$ cat config.mk
export PLATFORM = sky130hd
export DESIGN_NAME = tci_divider
export DESIGN_NICKNAME = d
export VERILOG_FILES = /design/src/rtl/tci_pkg.sv /design/src/rtl/tci_divider.sv
export SDC_FILE = /design/constraint.sdc
export NUM_CORES = 2
export LEC_CHECK = 0
export BUFFER_PORTS_ARGS = -buffer_cell sky130_fd_sc_hd__buf_2
export CORE_ASPECT_RATIO = 0.75
export CORE_MARGIN = 2
export CORE_UTILIZATION = 45
export DETAILED_ROUTE_END_ITERATION = 12
export MAX_ROUTING_LAYER = met4
export PLACE_DENSITY = 0.58
export SYNTH_ARGS = -nofsm -noshare
export SYNTH_HDL_FRONTEND = slang
export SYNTH_SLANG_ARGS = --single-unit
$ cat constraint.sdc
create_clock -name clk -period 4.89 [get_ports clk]
set_input_delay 0.978 -clock clk [delete_from_list [all_inputs] [get_ports clk]]
set_output_delay 0.978 -clock clk [all_outputs]
set_load 0.05 [all_outputs]
$ cat src/rtl/tci_pkg.sv
// Shared types, constants and thrust curve tables for the thrust curve interpolator.
package tci_pkg;

    localparam int TIME_W   = 22;
    localparam int THRUST_W = 21;
    localparam int STAGE_W  = 2;
    localparam int ROM_ROWS = 64;
    localparam int IDX_W    = 6;
    localparam int QUO_W    = THRUST_W;
    localparam int PROD_W   = TIME_W + THRUST_W;

    localparam int BOOSTER_POINTS   = 39;
    localparam int SUSTAINER_POINTS = 21;

    localparam int BOOST_N = (BOOSTER_POINTS < 2) ? 2 :
                             (BOOSTER_POINTS > ROM_ROWS) ? ROM_ROWS : BOOSTER_POINTS;
    localparam int SUST_N  = (SUSTAINER_POINTS < 2) ? 2 :
                             (SUSTAINER_POINTS > ROM_ROWS) ? ROM_ROWS : SUSTAINER_POINTS;
    localparam logic [IDX_W-1:0] BOOST_LAST = IDX_W'(BOOST_N - 1);
    localparam logic [IDX_W-1:0] SUST_LAST  = IDX_W'(SUST_N - 1);

    localparam logic [STAGE_W-1:0] STAGE_BOOST = 2'd1;
    localparam logic [STAGE_W-1:0] STAGE_SUST  = 2'd2;

    typedef enum logic [1:0] {
        REGION_NONE    = 2'd0,
        REGION_BEFORE  = 2'd1,
        REGION_INTERP  = 2'd2,
        REGION_BURNOUT = 2'd3
    } region_t;

    // Segment endpoints handed from the search to the arithmetic
    typedef struct packed {
        logic [TIME_W-1:0]   t;
        logic [TIME_W-1:0]   x0;
        logic [TIME_W-1:0]   x1;
        logic [THRUST_W-1:0] y0;
        logic [THRUST_W-1:0] y1;
        region_t             region;
    } seg_t;

    // Sideband carried alongside the divider
    typedef struct packed {
        region_t             region;
        logic [THRUST_W-1:0] base;
        logic                neg;
        logic                use_q;
    } side_t;

    localparam logic [TIME_W-1:0] BOOST_T [ROM_ROWS] = '{
        0:22'd2884, 1:22'd4129, 2:22'd5112, 3:22'd6160, 4:22'd7143, 5:22'd8192,
        6:22'd9634, 7:22'd12714, 8:22'd22938, 9:22'd28049, 10:22'd36897,
        11:22'd45482, 12:22'd64750, 13:22'd82969, 14:22'd97714, 15:22'd103612,
        16:22'd107545, 17:22'd110363, 18:22'd112460, 19:22'd116916, 20:22'd127009,
        21:22'd140116, 22:22'd163250, 23:22'd170394, 24:22'd191300, 25:22'd198050,
        26:22'd205652, 27:22'd216269, 28:22'd222036, 29:22'd225509, 30:22'd232260,
        31:22'd236519, 32:22'd241697, 33:22'd247595, 34:22'd250282, 35:22'd252510,
        36:22'd255394, 37:22'd260899, 38:22'd261947, default:22'd0
    };
    localparam logic [THRUST_W-1:0] BOOST_F [ROM_ROWS] = '{
        0:21'd1820735, 1:21'd1724082, 2:21'd1765878, 3:21'd1692735, 4:21'd1731918,
        5:21'd1674449, 6:21'd1684898, 7:21'd1669224, 8:21'd1739755, 9:21'd1815510,
        10:21'd1865143, 11:21'd1896490, 12:21'd1940898, 13:21'd1951347,
        14:21'd1977469, 15:21'd1959184, 16:21'd1930449, 17:21'd1920000,
        18:21'd1878204, 19:21'd1849469, 20:21'd1737143, 21:21'd1619592,
        22:21'd1509878, 23:21'd1460245, 24:21'd906449, 25:21'd872490, 26:21'd739265,
        27:21'd572082, 28:21'd428408, 29:21'd381388, 30:21'd363102, 31:21'd331755,
        32:21'd208980, 33:21'd167184, 34:21'd148898, 35:21'd125388, 36:21'd73143,
        37:21'd5224, 38:21'd0, default:21'd0
    };
    localparam logic [TIME_W-1:0] SUST_T [ROM_ROWS] = '{
        0:22'd8520, 1:22'd16318, 2:22'd20185, 3:22'd26411, 4:22'd44237, 5:22'd66716,
        6:22'd95420, 7:22'd129565, 8:22'd196280, 9:22'd261489, 10:22'd326697,
        11:22'd360055, 12:22'd392626, 13:22'd475660, 14:22'd515244, 15:22'd525271,
        16:22'd589693, 17:22'd654901, 18:22'd689046, 19:22'd753402, 20:22'd786039,
        default:22'd0
    };
    localparam logic [THRUST_W-1:0] SUST_F [ROM_ROWS] = '{
        0:21'd350304, 1:21'd348517, 2:21'd353283, 3:21'd347921, 4:21'd303240,
        5:21'd274643, 6:21'd254983, 7:21'd245451, 8:21'd234132, 9:21'd219238,
        10:21'd200174, 11:21'd187067, 12:21'd173961, 13:21'd138811, 14:21'd118555,
        15:21'd116768, 16:21'd84597, 17:21'd53022, 18:21'd35150, 19:21'd8936,
        20:21'd0, default:21'd0
    };

    function automatic logic [TIME_W-1:0] rom_time(input logic boost,
                                                  input logic [IDX_W-1:0] idx);
        rom_time = boost ? BOOST_T[idx] : SUST_T[idx];
    endfunction

    function automatic logic [THRUST_W-1:0] rom_thrust(input logic boost,
                                                      input logic [IDX_W-1:0] idx);
        rom_thrust = boost ? BOOST_F[idx] : SUST_F[idx];
    endfunction

endpackage

$ cat src/rtl/tci_divider.sv
// Pipelined restoring divider, one quotient bit per stage, sideband carried along.
module tci_divider (
    input  logic                        clk,
    input  logic                        rst_n,
    input  logic                        en,
    input  logic                        valid_in,
    input  logic [tci_pkg::PROD_W-1:0]  num,
    input  logic [tci_pkg::TIME_W-1:0]  den,
    input  tci_pkg::side_t              side_in,
    output logic                        valid_out,
    output logic [tci_pkg::QUO_W-1:0]   quo,
    output tci_pkg::side_t              side_out
);
    import tci_pkg::*;

    logic               v_reg    [QUO_W];
    logic [PROD_W-1:0]  rem_reg  [QUO_W];
    logic [QUO_W-1:0]   q_reg    [QUO_W];
    logic [TIME_W-1:0]  den_reg  [QUO_W];
    side_t              side_reg [QUO_W];

    for (genvar i = 0; i < QUO_W; i++)
    begin : g_step
        logic               v_in;
        logic [PROD_W-1:0]  rem_in;
        logic [QUO_W-1:0]   q_in;
        logic [TIME_W-1:0]  den_in;
        side_t              side_step;
        logic [PROD_W-1:0]  shifted;
        logic               ge;

        if (i == 0)
        begin : g_first
            assign v_in      = valid_in;
            assign rem_in    = num;
            assign q_in      = '0;
            assign den_in    = den;
            assign side_step = side_in;
        end
        else
        begin : g_next
            assign v_in      = v_reg[i-1];
            assign rem_in    = rem_reg[i-1];
            assign q_in      = q_reg[i-1];
            assign den_in    = den_reg[i-1];
            assign side_step = side_reg[i-1];
        end

        assign shifted = PROD_W'(den_in) << (QUO_W - 1 - i);
        assign ge      = (rem_in >= shifted);

        always_ff @(posedge clk or negedge rst_n)
        begin
            if (!rst_n)
                v_reg[i] <= 1'b0;
            else if (en)
                v_reg[i] <= v_in;
        end

        always_ff @(posedge clk)
        begin
            if (en)
            begin
                rem_reg[i]  <= ge ? (rem_in - shifted) : rem_in;
                q_reg[i]    <= q_in | (QUO_W'(ge) << (QUO_W - 1 - i));
                den_reg[i]  <= den_in;
                side_reg[i] <= side_step;
            end
        end
    end

    assign valid_out = v_reg[QUO_W-1];
    assign quo       = q_reg[QUO_W-1];
    assign side_out  = side_reg[QUO_W-1];

endmodule

==> impl_metrics.ini <==
[critical_path]
cp-start-kind = flop
path_cells = ha_1 > o21ai_0 > a21oi_1 > o311ai_0 > nand3_1 > o2111a_1 > nor2_1 > inv_1 > buf_4 > nor2_1 > a21oi_1
criticalPathCategory = reg -> reg
endpoint_kind = flop
cp_data_arrival_time_ns = 4.85
critPathMaxStageDelay_ns = 0.82
cp_num_buf_inv = 2
crit_required_ns = 5.45
critPathMaxFanout = 14
cp_slowest_cell = o311ai_0
critPathTopFamily = compound AO/OA/AOI/OAI gates

[clock_tree]
cts_htree_levels = 4
cts_tree = built
numClockSinks = 2077
postCtsSetupBuffers = 0
cts_resized = 0
worstSkewPairLatency_ns = 0.86
numCtsBuffers = 216
ctsRootBufferMaster = clkbuf_16
clkTransAtPathRegs_ns = 0.06
clk_path_buf_depth = 4
holdBufCountCts = 0

[global_routing]
grt_usage_pct = 20.33
antenna_found_initial = 12
grt_max_degree = 115
grt_first_pass_wirelength_um = 334100
gr-total-overflow = 0
first_global_vias = 55860

[floorplanning]
die_w_um = 538.0
die-area_sq_um = 217600
start_util_pct = 45.42
die_y_um = 404.5
io_pins = 141
core.rowCount = 146
design.core.area_sq_um = 211900

[logic_synthesis]
ys_types = 88
synth_edf_count = 2056
async_reset_ff_share_pct = 1.011
syn-num-nets = 7914
seq_area_frac_synth_pct = 64.69
syn_inst = 7338
yosysWarningCount = 0
yosys_most_used_dff = edfxtp_1
synth_area_sq_um = 96240
ys_seq_elements = 2077
syn_area_per_cell_sq_um = 13.12

[timing]
worstMarginPinSlew_ns = 1.023
rsz0062_at_grt = no
post-route-period-util_pct = 87.69
relSlewSlack_pct = 31.80
drv_slew = 0
setup_tns_ns = 0
finalHoldViolations = 0
fin_skew_ns = 0.06595
finalSetupViolCount = 0
post-route-min-period_ns = 4.288
fmax_mhz = 233.2

[power_and_ir_drop]
leakage_nw = 40.81
p_per_area_nw_per_um2 = 561.6
ir_worst_vdd_mv = 0.3367

[cells_and_area]
largest_reg_flops = 860
final_util_pct = 51.08
final_layout_size_suffix_gt1_share_pct = 10.01
fin_nets = 8242
areaGrowthSynthToFinish_pct = 12.46

[hold_path]
hold_class = in -> async

[placement]
dp_hpwl_um = 156800
gp_congestion = 0.9246
port_buffers = 140

[routing]
detail-route-antenna-nets = 0
via_per_inst = 5.522
drc_errors = 0
first_pass_iters = 6
drt_wl_total_um = 216100
wire_per_inst_um = 20.30
drt_iter0_drc = 6513
dr_total_vias = 58780

[outcome]
status = finished, final reports clean

[job]
drv_cap = 0
==> per-stage QoR <==
step	worst slack [ns]	hold slack (ns)	total power [W]	cells	area (sq um)
4_1_cts	0.7699	0.009120	0.06108	10640	108200
6_report	0.6019	0.06890	0.06079	10640	108200
3_5_place_dp	0.8279	0.4045	0.04430	10260	101200
5_1_grt	0.3815	0.05472	0.06438	10640	108200
3_3_place_gp	0.8108	0.4001	0.04410	10260	101200
2_1_floorplan	1.316	0.4003	0.03875	7338	96240
==> synth_stat cells, types with 78 or more instances <==
library cell	instances	area, sq um
a21o_1	196	1471
a21oi_1	583	2918
clkbuf_1	120	450.4
edfxtp_1	2056	61740
ha_1	462	5781
inv_1	584	2192
mux2_2	145	1633
nand2_1	379	1423
nand3_1	113	565.5
nand4_1	94	588.1
nor2_1	558	2095
nor3_1	147	735.7
nor4_1	103	644.4
o21a_1	78	585.6
o21ai_0	285	1426
xnor2_1	299	2619
xor2_1	245	2146
==> cells in the final DEF, fill, tap and decap left out, drive strengths merged, types with 34 or more instances in the layout <==
cell       n
edfxtp  2056
inv      591
a21oi    583
nor2     558
ha       462
nand2    379
xnor2    299
o21ai    299
clkbuf   261
buf      250
xor2     245
a21o     196
mux2     148
nor3     147
nand3    113
nor4     103
nand4     95
o21a      78
clkinv    75
nor2b     74
nand2b    62
or3       54
o21bai    49
a211oi    46
o211ai    43
or4       38
o31ai     36
a31oi     34
and3      34
==> logic make-up (layout without fill, tap and decap cells) <==
kind of cell               Yosys count  in the layout  synth area share, %
DFF                               2077           2077                64.69
and+or+nand+nor                   1819           1819                9.385
AOI/OAI and AO/OA                 1540           1540                9.953
buffers and inverters              726           1219                2.843
xor gates and xnor gates           544            544                4.950
adders and majority gates          482            482                6.422
muxes                              150            150                1.752
other                                0              1                    0
==> final cells by class <==
cell class | instances | area (sq um)
inverters | 586 | 2200
repair buffers | 250 | 1854
diodes | 1 | 2.502
multi-input cells | 4535 | 31390
clock inverters | 122 | 1305
flip-flops and latches | 2077 | 62260
well taps | 2812 | 3518
clock buffers | 261 | 5700
fillers | 18120 | 103700
==> report_power, final <==
group	total [W]	internal, W	switching [W]
registers	0.0258	0.0237	0.00211
logic	0.0186	0.00782	0.0107
clock network	0.0164	0.00947	0.00694
==> worst paths after layout <==
kind | startpoint | endpoint | slack, ns | cells past startpoint
worst min-delay path | rst_n | g_step[20].v_in$_DFFE_PN0P_ | 0.07 | 1
min in group clk | side_in[14] | side_reg[0][14]$_DFFE_PP_ | 0.29 | 1
max in group asynchronous | rst_n | g_step[12].v_in$_DFFE_PN0P_ | 4.50 | 1
worst min register to register | q_reg[4][29]$_DFFE_PP_ | q_reg[4][50]$_DFFE_PP_ | 0.39 | 0
worst max register to register | rem_reg[2][139]$_DFFE_PP_ | rem_reg[3][15]$_DFFE_PP_ | 0.60 | 11
worst max-delay path | rem_reg[2][139]$_DFFE_PP_ | rem_reg[3][15]$_DFFE_PP_ | 0.60 | 11
==> per-layer routing <==
| metal | wire, um | global-route usage [%] | part of all wire (%) | vias up |
|---|---|---|---|---|
| met5 | 0 | - | 0 | - |
| met4 | 3873 | 4.074 | 1.8 | 0 |
| met1 | 114600 | 33.69 | 53 | 28550 |
| met2 | 81070 | 25.21 | 38 | 1899 |
| li1 | - | - | - | 28070 |
| met3 | 16490 | 3.693 | 7.6 | 263 |
Power figures use the tool's default switching activity.
